**config.mk**
```make
export PLATFORM = sky130hd
export DESIGN_NAME = text_header_value_extractor_unit
export DESIGN_NICKNAME = d
export VERILOG_FILES = /design/src/hw/rtl/thve_pkg.sv /design/src/hw/rtl/thve_front.sv /design/src/hw/rtl/thve_fifo.sv /design/src/hw/rtl/text_header_value_extractor_unit.sv
export SDC_FILE = /design/constraint.sdc
export NUM_CORES = 1
export LEC_CHECK = 0
export ABC_CLOCK_PERIOD_IN_PS = 6850
export BUFFER_PORTS_ARGS = -buffer_cell sky130_fd_sc_hd__buf_2
export CORE_AREA = 4 4 175 177
export DETAILED_ROUTE_END_ITERATION = 8
export DIE_AREA = 0 0 179 181
export PLACE_DENSITY = 0.54
export SYNTH_ARGS = -nofsm -noshare
export SYNTH_HDL_FRONTEND = slang
export SYNTH_SLANG_ARGS = --single-unit
```
**constraint.sdc**
```tcl
create_clock -name clk -period 6.85 [get_ports clk]
set_input_delay 1.37 -clock clk [delete_from_list [all_inputs] [get_ports clk]]
set_output_delay 1.37 -clock clk [all_outputs]
set_load 0.02 [all_outputs]
```
**src/hw/rtl/thve_pkg.sv**
```systemverilog
// package for the text header value extractor
// item types, parser phase codes, register indexes and constants
// no dependencies
package thve_pkg;

  localparam int NAME_CHARS   = 16;
  localparam int FIFO_DEPTH   = 4;
  localparam int FIFO_PTR_W   = $clog2(FIFO_DEPTH);
  localparam int FIFO_CNT_W   = $clog2(FIFO_DEPTH + 1);
  localparam int NAME_POS_W   = 5;
  localparam int VAL_CNT_W    = 10;
  localparam int CFG_DATA_W   = 64;
  localparam int CFG_IDX_W    = 2;

  localparam logic [63:0]           RST_NAME_LOW  = 64'd4198561212057542979;
  localparam logic [63:0]           RST_NAME_HIGH = 64'd0;
  localparam logic [NAME_POS_W-1:0] RST_NAME_LEN  = 5'd8;
  localparam logic [VAL_CNT_W-1:0]  RST_MAX_VAL   = 10'd1020;

  localparam logic [7:0] CH_LF    = 8'd10;
  localparam logic [7:0] CH_CR    = 8'd13;
  localparam logic [7:0] CH_SPACE = 8'd32;
  localparam logic [1:0] MAX_SPACES = 2'd3;

  typedef enum logic [CFG_IDX_W-1:0] {
    REG_NAME_LOW  = 2'd0,
    REG_NAME_HIGH = 2'd1,
    REG_NAME_LEN  = 2'd2,
    REG_MAX_VAL   = 2'd3
  } cfg_reg_t;

  typedef enum logic [4:0] {
    PH_WAIT     = 5'b00001,
    PH_MATCH    = 5'b00010,
    PH_SPACES   = 5'b00100,
    PH_VALUE    = 5'b01000,
    PH_FINISHED = 5'b10000
  } phase_t;

  typedef struct packed {
    logic [7:0] data_byte;
    logic       end_of_message;
  } in_item_t;

  typedef struct packed {
    logic [7:0] value_byte;
    logic       byte_valid;
    logic       value_done;
    logic       found;
  } out_item_t;

endpackage

```
**src/hw/rtl/thve_front.sv**
```systemverilog
// front part: configuration registers and the per-byte header parser
// produces at most one result item per accepted input item
// depends on thve_pkg
module thve_front (
  input  logic                           clk,
  input  logic                           rst_n,
  input  logic                           acc,
  input  thve_pkg::in_item_t             in_item,
  input  logic                           cfg_wr_en,
  input  logic [thve_pkg::CFG_IDX_W-1:0] cfg_index,
  input  logic [thve_pkg::CFG_DATA_W-1:0] cfg_data,
  output logic                           res_valid,
  output thve_pkg::out_item_t            res_item
);
  import thve_pkg::*;

  logic [63:0]            name_low_r;
  logic [63:0]            name_high_r;
  logic [NAME_POS_W-1:0]  name_len_r;
  logic [VAL_CNT_W-1:0]   max_val_r;

  phase_t                 phase_r, phase_nxt;
  logic [NAME_POS_W-1:0]  pos_r, pos_nxt;
  logic [1:0]             spaces_r, spaces_nxt;
  logic [VAL_CNT_W-1:0]   vcnt_r, vcnt_nxt;

  logic [127:0]           name_all;
  logic [7:0]             name_c;
  logic [7:0]             name_flip;
  logic [NAME_POS_W-1:0]  eff_len;
  logic [NAME_POS_W-1:0]  pos_inc;
  logic [7:0]             b;
  logic                   emit;
  logic                   found;

  assign name_all = {name_high_r, name_low_r};
  assign b        = in_item.data_byte;
  assign pos_inc  = pos_r + NAME_POS_W'(1);

  always_comb begin
    name_c = pos_r[4] ? 8'd0 : name_all[pos_r[3:0]*8 +: 8];
    if (name_c > 8'd64 && name_c < 8'd91) begin
      name_flip = name_c + 8'd32;
    end else if (name_c > 8'd96 && name_c < 8'd123) begin
      name_flip = name_c - 8'd32;
    end else begin
      name_flip = name_c;
    end
    if (name_len_r == '0) begin
      eff_len = NAME_POS_W'(1);
    end else if (name_len_r > NAME_POS_W'(NAME_CHARS)) begin
      eff_len = NAME_POS_W'(NAME_CHARS);
    end else begin
      eff_len = name_len_r;
    end
  end

  always_comb begin
    phase_nxt  = phase_r;
    pos_nxt    = pos_r;
    spaces_nxt = spaces_r;
    vcnt_nxt   = vcnt_r;
    emit       = 1'b0;
    case (phase_r)
      PH_MATCH: begin
        if (b == name_c || b == name_flip) begin
          pos_nxt = pos_inc;
          if (pos_inc >= eff_len) begin
            phase_nxt  = PH_SPACES;
            spaces_nxt = 2'd0;
          end
        end else if (b == CH_LF) begin
          pos_nxt = '0;
        end else begin
          phase_nxt = PH_WAIT;
          pos_nxt   = '0;
        end
      end
      PH_SPACES, PH_VALUE: begin
        if (phase_r == PH_SPACES && b == CH_SPACE && spaces_r < MAX_SPACES) begin
          spaces_nxt = spaces_r + 2'd1;
        end else if (b == CH_CR || b == CH_LF || vcnt_r >= max_val_r) begin
          phase_nxt = PH_FINISHED;
        end else begin
          phase_nxt = PH_VALUE;
          emit      = 1'b1;
          vcnt_nxt  = vcnt_r + VAL_CNT_W'(1);
        end
      end
      PH_FINISHED: begin
        phase_nxt = PH_FINISHED;
      end
      default: begin
        phase_nxt = PH_WAIT;
        if (b == CH_LF) begin
          phase_nxt = PH_MATCH;
          pos_nxt   = '0;
        end
      end
    endcase
  end

  assign found = (phase_nxt == PH_SPACES) || (phase_nxt == PH_VALUE) ||
                 (phase_nxt == PH_FINISHED);

  assign res_valid           = acc && (emit || in_item.end_of_message);
  assign res_item.value_byte = emit ? b : 8'd0;
  assign res_item.byte_valid = emit;
  assign res_item.value_done = in_item.end_of_message;
  assign res_item.found      = found;

  always_ff @(posedge clk) begin
    if (!rst_n) begin
      name_low_r  <= RST_NAME_LOW;
      name_high_r <= RST_NAME_HIGH;
      name_len_r  <= RST_NAME_LEN;
      max_val_r   <= RST_MAX_VAL;
    end else if (cfg_wr_en) begin
      case (cfg_reg_t'(cfg_index))
        REG_NAME_LOW:  name_low_r  <= cfg_data;
        REG_NAME_HIGH: name_high_r <= cfg_data;
        REG_NAME_LEN:  name_len_r  <= cfg_data[NAME_POS_W-1:0];
        REG_MAX_VAL:   max_val_r   <= cfg_data[VAL_CNT_W-1:0];
        default: ;
      endcase
    end
  end

  always_ff @(posedge clk) begin
    if (!rst_n) begin
      phase_r  <= PH_WAIT;
      pos_r    <= '0;
      spaces_r <= '0;
      vcnt_r   <= '0;
    end else if (acc) begin
      if (in_item.end_of_message) begin
        phase_r  <= PH_WAIT;
        pos_r    <= '0;
        spaces_r <= '0;
        vcnt_r   <= '0;
      end else begin
        phase_r  <= phase_nxt;
        pos_r    <= pos_nxt;
        spaces_r <= spaces_nxt;
        vcnt_r   <= vcnt_nxt;
      end
    end
  end

  a_eom_clears: assert property (@(posedge clk) disable iff (!rst_n)
    acc && in_item.end_of_message |=> phase_r == PH_WAIT && pos_r == '0 && vcnt_r == '0)
    else $error("state not cleared after message end");

  a_emit_found: assert property (@(posedge clk) disable iff (!rst_n)
    res_valid && res_item.byte_valid |-> res_item.found)
    else $error("value byte without found");

  a_no_value_before_match: assert property (@(posedge clk) disable iff (!rst_n)
    (phase_r == PH_WAIT || phase_r == PH_MATCH) |-> vcnt_r == '0 && !emit)
    else $error("value count set outside value phase");

  a_finished_quiet: assert property (@(posedge clk) disable iff (!rst_n)
    phase_r == PH_FINISHED && !in_item.end_of_message |-> !res_valid)
    else $error("result after value finished");

endmodule

```
**src/hw/rtl/thve_fifo.sv**
```systemverilog
// back part: short result queue between the parser and the output channel
// the head item is shown while the queue is not empty
// depends on thve_pkg
module thve_fifo (
  input  logic                clk,
  input  logic                rst_n,
  input  logic                wr_en,
  input  thve_pkg::out_item_t wr_item,
  input  logic                rd_en,
  output thve_pkg::out_item_t rd_item,
  output logic                full,
  output logic                empty
);
  import thve_pkg::*;

  out_item_t               mem [FIFO_DEPTH];
  logic [FIFO_PTR_W-1:0]   wr_ptr_r;
  logic [FIFO_PTR_W-1:0]   rd_ptr_r;
  logic [FIFO_CNT_W-1:0]   cnt_r, cnt_nxt;
  logic                    do_wr;
  logic                    do_rd;

  assign full    = (cnt_r == FIFO_CNT_W'(FIFO_DEPTH));
  assign empty   = (cnt_r == '0);
  assign do_wr   = wr_en && !full;
  assign do_rd   = rd_en && !empty;
  assign rd_item = mem[rd_ptr_r];

  always_comb begin
    cnt_nxt = cnt_r;
    if (do_wr && !do_rd) begin
      cnt_nxt = cnt_r + FIFO_CNT_W'(1);
    end else if (do_rd && !do_wr) begin
      cnt_nxt = cnt_r - FIFO_CNT_W'(1);
    end
  end

  always_ff @(posedge clk) begin
    if (do_wr) begin
      mem[wr_ptr_r] <= wr_item;
    end
  end

  always_ff @(posedge clk) begin
    if (!rst_n) begin
      wr_ptr_r <= '0;
      rd_ptr_r <= '0;
      cnt_r    <= '0;
    end else begin
      if (do_wr) begin
        wr_ptr_r <= wr_ptr_r + FIFO_PTR_W'(1);
      end
      if (do_rd) begin
        rd_ptr_r <= rd_ptr_r + FIFO_PTR_W'(1);
      end
      cnt_r <= cnt_nxt;
    end
  end

  a_no_overflow: assert property (@(posedge clk) disable iff (!rst_n)
    wr_en |-> !full)
    else $error("write into full queue");

  a_cnt_bound: assert property (@(posedge clk) disable iff (!rst_n)
    cnt_r <= FIFO_CNT_W'(FIFO_DEPTH))
    else $error("queue count out of range");

  a_ptr_gap: assert property (@(posedge clk) disable iff (!rst_n)
    FIFO_PTR_W'(wr_ptr_r - rd_ptr_r) == cnt_r[FIFO_PTR_W-1:0])
    else $error("queue pointers and count disagree");

endmodule

```
**src/hw/rtl/text_header_value_extractor_unit.sv**
```systemverilog
// top level of the text header value extractor
// joins the parser front part and the result queue
// depends on thve_pkg, thve_front, thve_fifo
//
// The block takes one message byte per clock cycle: the parser decides each
// byte combinationally and writes at most one result item into a four-entry
// result queue, so bytes stream back to back while the queue has room. full
// rises only when the queue holds four undelivered results; an accepted byte's
// result is registered in the queue before it shows on out_data. Configuration
// writes take effect at once and are meant to happen between messages while
// the queue is drained.
module text_header_value_extractor_unit (
  input  logic                            clk,
  input  logic                            rst_n,
  input  logic                            push,
  output logic                            full,
  input  thve_pkg::in_item_t              in_data,
  output logic                            empty,
  input  logic                            pop,
  output thve_pkg::out_item_t             out_data,
  input  logic                            cfg_wr_en,
  input  logic [thve_pkg::CFG_IDX_W-1:0]  cfg_index,
  input  logic [thve_pkg::CFG_DATA_W-1:0] cfg_data
);
  import thve_pkg::*;

  logic      acc;
  logic      res_valid;
  out_item_t res_item;

  assign acc = push && !full;

  thve_front u_front (
    .clk       (clk),
    .rst_n     (rst_n),
    .acc       (acc),
    .in_item   (in_data),
    .cfg_wr_en (cfg_wr_en),
    .cfg_index (cfg_index),
    .cfg_data  (cfg_data),
    .res_valid (res_valid),
    .res_item  (res_item)
  );

  thve_fifo u_fifo (
    .clk     (clk),
    .rst_n   (rst_n),
    .wr_en   (res_valid),
    .wr_item (res_item),
    .rd_en   (pop),
    .rd_item (out_data),
    .full    (full),
    .empty   (empty)
  );

endmodule
```
After elaboration in Yosys (flattened, before gate mapping)
Memory sizes are Yosys's and may differ from the RTL's. A register that Yosys moved wholly into a read port is not among the register bits. Cells that the tools add are included. Widths: inputs -> output; s select.

Register bits after elaboration: 172. Memory bits (writable): 44. Output and inout port bits: 13. Logic and storage cells: 124. Memories kept: 1.

Add/sub/neg operators: 9. Magnitude comparators: 8. Equality and inequality tests: 22. Shift-type cells: 1. Mux-type cells: 36. Reduce and logical (&&, ||, !) cells: 36.

Memories: u_fifo.mem (depth 4, width 11, rd ports 1, clocked after memory_dff 1, wr ports 1, RTL line thve_fifo.sv:16) `out_item_t mem [FIFO_DEPTH];`.

Operator list (number): $shiftx 128x8->8 (1); $mux 5 (11); $mux 10 (4); $mux 8 (4); $eq 8x4->1 const B (2); $eq 8x8->1 (2); $gt 8x7->1 const B (2); $lt 8x7->1 const B (2); $pmux 5 s3 (1); $mux 2 (7); $add 10x1->10 const B (1); $eq 5x3->1 const B (2); $eq 5x4->1 const B (2); $eq 5x5->1 const B (2); $ge 10x10->1 (1); $logic_and 1x1->1 (10); $pmux 5 s2 (1); $ne 3x2->1 const B (3); $add 8x6->8 const B (1); $eq 8x6->1 const B (1); $reduce_and 2->1 (4); $sub 8x6->8 const B (1); $add 2x1->2 const B (3); $logic_or 1x1->1 (6); 26 further kinds (38).

Logic depth before layout (Yosys ltp)
Depth in word-level cells: 13. Gate-level depth with buffers: 18. Depth with buffers taken out: 18.

Modules after synthesis
A second synthesis with hierarchy kept.

Cell total of the unflattened synthesis: 1100. Area, all modules: 10436.3 µm².

By module, submodules not included: thve_front (times used 1, cells each 994, area each 8353.0 µm², sequential area each 3303.2 µm²); thve_fifo (times used 1, cells each 105, area each 2069.5 µm², sequential area each 1501.4 µm²); text_header_value_extractor_unit (times used 1, cells each 1, area each 13.8 µm², sequential area each 0.0 µm²).

Least setup slack after synthesis
Ideal clock, no wire load.

Path kind: input port to flip-flop. Start: input in_data[5] (netlist name). End: register u_fifo.cnt_r[2]. Arrival time: 3.781 ns. Setup slack: 2.998 ns. Stages on the path: 13. Buffers on the path: 0. Path through: nor3_1 > and3_1 > nand4_1 > nand3_1 > a2111oi_0 > nor2_1 > clkinv_1 > ha_1 > inv_1 > fa_1 > xor2_1 > or3_1 > a21oi_1.

Word-level cells in the longest chain between the ends: 12.

Ends and longest elaborated chain: from (decl) (RTL line text_header_value_extractor_unit.sv:17) `input thve_pkg::in_item_t in_data,`; $eq 8x4->1 (RTL line thve_front.sv:82) `end else if (b == CH_CR || b == CH_LF || vcnt_r >= max_val_r) begin`; $logic_or 1x1->1 (2 in series) (RTL line thve_front.sv:82); $mux 1 (RTL line thve_front.sv:82); $mux 1 (*) (RTL line thve_front.sv:80) `if (phase_r == PH_SPACES && b == CH_SPACE && spaces_r < MAX_SPACES) begin`; $mux 1 (*) (RTL line thve_front.sv:64) `case (phase_r)`; $logic_or 1x1->1 (*) (RTL line thve_front.sv:106) `assign res_valid = acc && (emit || in_item.end_of_message);`; $logic_and 1x1->1 (*) (RTL line thve_front.sv:106); $logic_and 1x1->1 (*) (RTL line thve_fifo.sv:25) `assign do_wr = wr_en && !full;`; net u_fifo.do_wr (RTL line thve_fifo.sv:20) `logic do_wr;`; $logic_not 1->1 (RTL line thve_fifo.sv:33) `end else if (do_rd && !do_wr) begin`; $logic_and 1x1->1 (RTL line thve_fifo.sv:33); $reduce_bool 2->1 (no source line); to (signal assigned) (RTL line thve_fifo.sv:56) `cnt_r <= cnt_nxt;`; to (decl) (RTL line thve_fifo.sv:19) `logic [FIFO_CNT_W-1:0] cnt_r, cnt_nxt;`.

Mark *: on every way through the listed nets, which the timed path passes. The rest lies on a longest branch. A chain may end at the register's enable or synchronous reset.

==> results.sh <==
export IMPL_ys_seq_area_share_pct=47.6
export IMPL_wl_per_cell_um=16.6
export IMPL_multi_input_area_mm2=0.00491
export IMPL_fmax_mhz=223
export IMPL_syn_to_final_growth_pct=15.1
export IMPL_required_ps=7080
export IMPL_synth_ff_type="dfxtp_1"
export IMPL_clock_latency_ps=510
export IMPL_critPathLaunchType="flip-flop"
export IMPL_grt_overflow_total=0
export IMPL_reg2reg_from="u_front.pos_r[0]"
export IMPL_io_pins=93
export IMPL_io_buffers=92
export IMPL_end_kind="flip-flop"
export IMPL_fill_cells=2911
export IMPL_p_leak_nw=4.42
export IMPL_die_area_mm2=0.0324
export IMPL_mostFrequentLayoutCells="nand2_1, dfxtp_1, buf_2"
export IMPL_hold_ws_ps=451
export IMPL_arrival_ps=4720
export IMPL_n_antenna_cell=0
export IMPL_peakVddDrop_mv=0.150
export IMPL_core_area_mm2=0.0292
export IMPL_min_path_cells=2
export IMPL_r2r_end="u_fifo.mem[3][0]"
export IMPL_path_clk_slew_ps=60
export IMPL_final_core_util_pct=39.7
export IMPL_via_per_inst=4.98
export IMPL_ant_nets=0
export IMPL_cts_resized=0
export IMPL_cts_setup_buffers=0
export IMPL_r2r_setup_slack_ps=2360
export IMPL_grt_max_degree=91
export IMPL_cts_htree_levels=1
export IMPL_final_common_cell="nand2_1"
export IMPL_critPathMaxFanout=19
export IMPL_finalSetupViolations=0
export IMPL_netlist_area_mm2=0.0101
export IMPL_synth_area_per_cell_um2=9.47
export IMPL_vias=7639
export IMPL_report_final_hold_viol_count=0
export IMPL_synth_nets=1172
export IMPL_initial_utilization_pct=34.5
export IMPL_seq_area_mm2=0.00480
export IMPL_gp_congestion=0.766
export IMPL_synth_edff_count=44
export IMPL_critPathCapture="u_fifo.mem[3][0]"
export IMPL_reg2reg_depth=12
export IMPL_dr_pass1_iters=5
export IMPL_period_minus_slack_ps=4490
export IMPL_period_share_pct=65.5
export IMPL_status="completed"
export IMPL_cts_tree="yes"
export IMPL_antenna_found_initial=0
export IMPL_root_buffer="clkbuf_16"
export IMPL_drc=0
export IMPL_synthArstFlopShare_pct=0
export IMPL_grt_pass1_wl_mm=41.2
export IMPL_drt_iter0_drc=459
export IMPL_grt_pass1_vias=7475
export IMPL_synth_warnings=0
export IMPL_power_per_cell_area_mw_per_mm2=266
export IMPL_drv_slew=0
export IMPL_cts_buffers_inserted=24
export IMPL_die_h_um=181
export IMPL_drv_cap=0
export IMPL_worstSetupPathType="flip-flop to flip-flop"
export IMPL_holdBufCountCts=0
export IMPL_clock_path_buffers=3
export IMPL_finClkSkew_ps=10.6
export IMPL_critPathLaunch="u_front.pos_r[0]"
export IMPL_cts_sinks=218
export IMPL_min_path_type="flip-flop to flip-flop"
export IMPL_ys_types=65
export IMPL_max_slew_margin_rel_pct=30.6
export IMPL_synthCells=1065
export IMPL_ys_ff_latch=218
export IMPL_num_rows=63
export IMPL_rsz0062_at_grt="false"
export IMPL_totalWireLength_mm=25.5
export IMPL_die_w_um=179
export IMPL_place_hpwl_mm=17.0
export IMPL_worst_pin_slew_ps=1040
export IMPL_drive_gt1_share_pct=17.4
export IMPL_nNetsFinal=1232
export IMPL_finalSetupTns_ps=0
export IMPL_grt_usage_pct=15.6
[synth_stat cells (4+ instances only)]
master	number	area (um^2)
a21boi_0	30	225
nor3b_1	4	30.0
or3_1	5	31.3
nor2b_1	11	68.8
and3_1	6	37.5
clkbuf_1	48	180
nand3_1	45	225
xnor2_1	13	114
and2_1	16	100
inv_1	20	75.1
nor2_1	33	124
mux4_2	37	833
ha_1	26	325
edfxtp_1	44	1320
buf_1	7	26.3
dfxtp_1	174	3480
a211oi_1	6	45.0
buf_2	6	30.0
buf_6	4	45.0
o211ai_1	8	60.1
xor2_1	11	96.3
nor3_1	11	55.1
nand2_1	302	1130
a22oi_1	6	45.0
nand2b_1	7	43.8
o21ai_0	8	40.0
a21o_1	9	67.6
a32o_1	6	60.1
mux2i_1	24	240
a21oi_1	86	430
[critical path: stages, from the launching register on]
cell	delay, ps
dfxtp_1	940
buf_4	380
nor2_1	130
a22oi_1	320
and3_1	350
a21oi_2	110
a2111oi_4	540
a211oi_1	210
a311oi_2	330
xor2_1	140
a31oi_4	260
o21ai_4	100
or3_1	370
[registers in the layout (all words and copies together) (netlist names), named ones only]
signal	count
u_front.name_high_r	64
u_front.max_val_r	10
u_fifo.rd_ptr_r	2
u_front.phase_r	5
u_front.name_low_r	64
u_fifo.cnt_r	3
u_front.vcnt_r	10
u_front.name_len_r	5
u_fifo.wr_ptr_r	2
u_fifo.mem	44
u_front.pos_r	5
u_front.spaces_r	2
[layout make-up]
cell class,count,area share [%]
clock buffers,29,5.69
inverters,23,0.744
clock inverters,15,1.09
repair buffers,102,4.61
well taps,390,4.20
flip-flops and latches,218,41.4
multi-input cells,756,42.3
[kinds of logic (layout without fill, tap and decap cells)]
kind of cell	after synthesis	after routing	synth area share [%]
simple gates	456	456	19.5
fa+ha+maj	27	27	3.42
compound gates	185	185	12.5
buf+inv	91	169	3.87
xor+xnor	24	24	2.08
mux	64	64	11.0
flops	218	218	47.6
[per-stage QoR]
stage	cell area (um^2)	instances	worst slack, ps	total power, W
4_1_cts	11600	1533	2380	0.00314
2_1_floorplan	10100	1065	3000	0.00171
3_5_place_dp	10800	1489	2400	0.00185
3_3_place_gp	10800	1489	2460	0.00185
6_report	11600	1533	2360	0.00309
5_1_grt	11600	1533	2110	0.00324
[worst min-delay path by stage]
stage / start / endpoint / slack [ps]
3_3_place_gp: u_front.name_high_r[24] / u_front.name_high_r[24] / 440
6_report: u_front.name_low_r[23] / u_front.name_low_r[23] / 450
5_1_grt: u_front.name_low_r[36] / u_front.name_low_r[36] / 470
2_1_floorplan: u_front.name_high_r[1] / u_front.name_high_r[1] / 430
4_1_cts: u_front.name_high_r[24] / u_front.name_high_r[24] / 450
3_5_place_dp: u_front.name_high_r[24] / u_front.name_high_r[24] / 450
[metal layers]
metal  GRT usage (%)  vias up  routed length, um
li1                -     3825                  -
met1            22.9     3635              12100
met2            24.7      148              12000
met3            1.88       31                890
met4            3.59        0                580
met5               0        -                  0
[power by group]
group | switching, W | internal [W] | total (W)
clock | 0.000515 | 0.000760 | 0.00128
sequential | 0.0000532 | 0.00137 | 0.00142
combinational | 0.000225 | 0.000169 | 0.000394
total | 0.000793 | 0.00230 | 0.00309
Power figures use the tool's default switching activity.
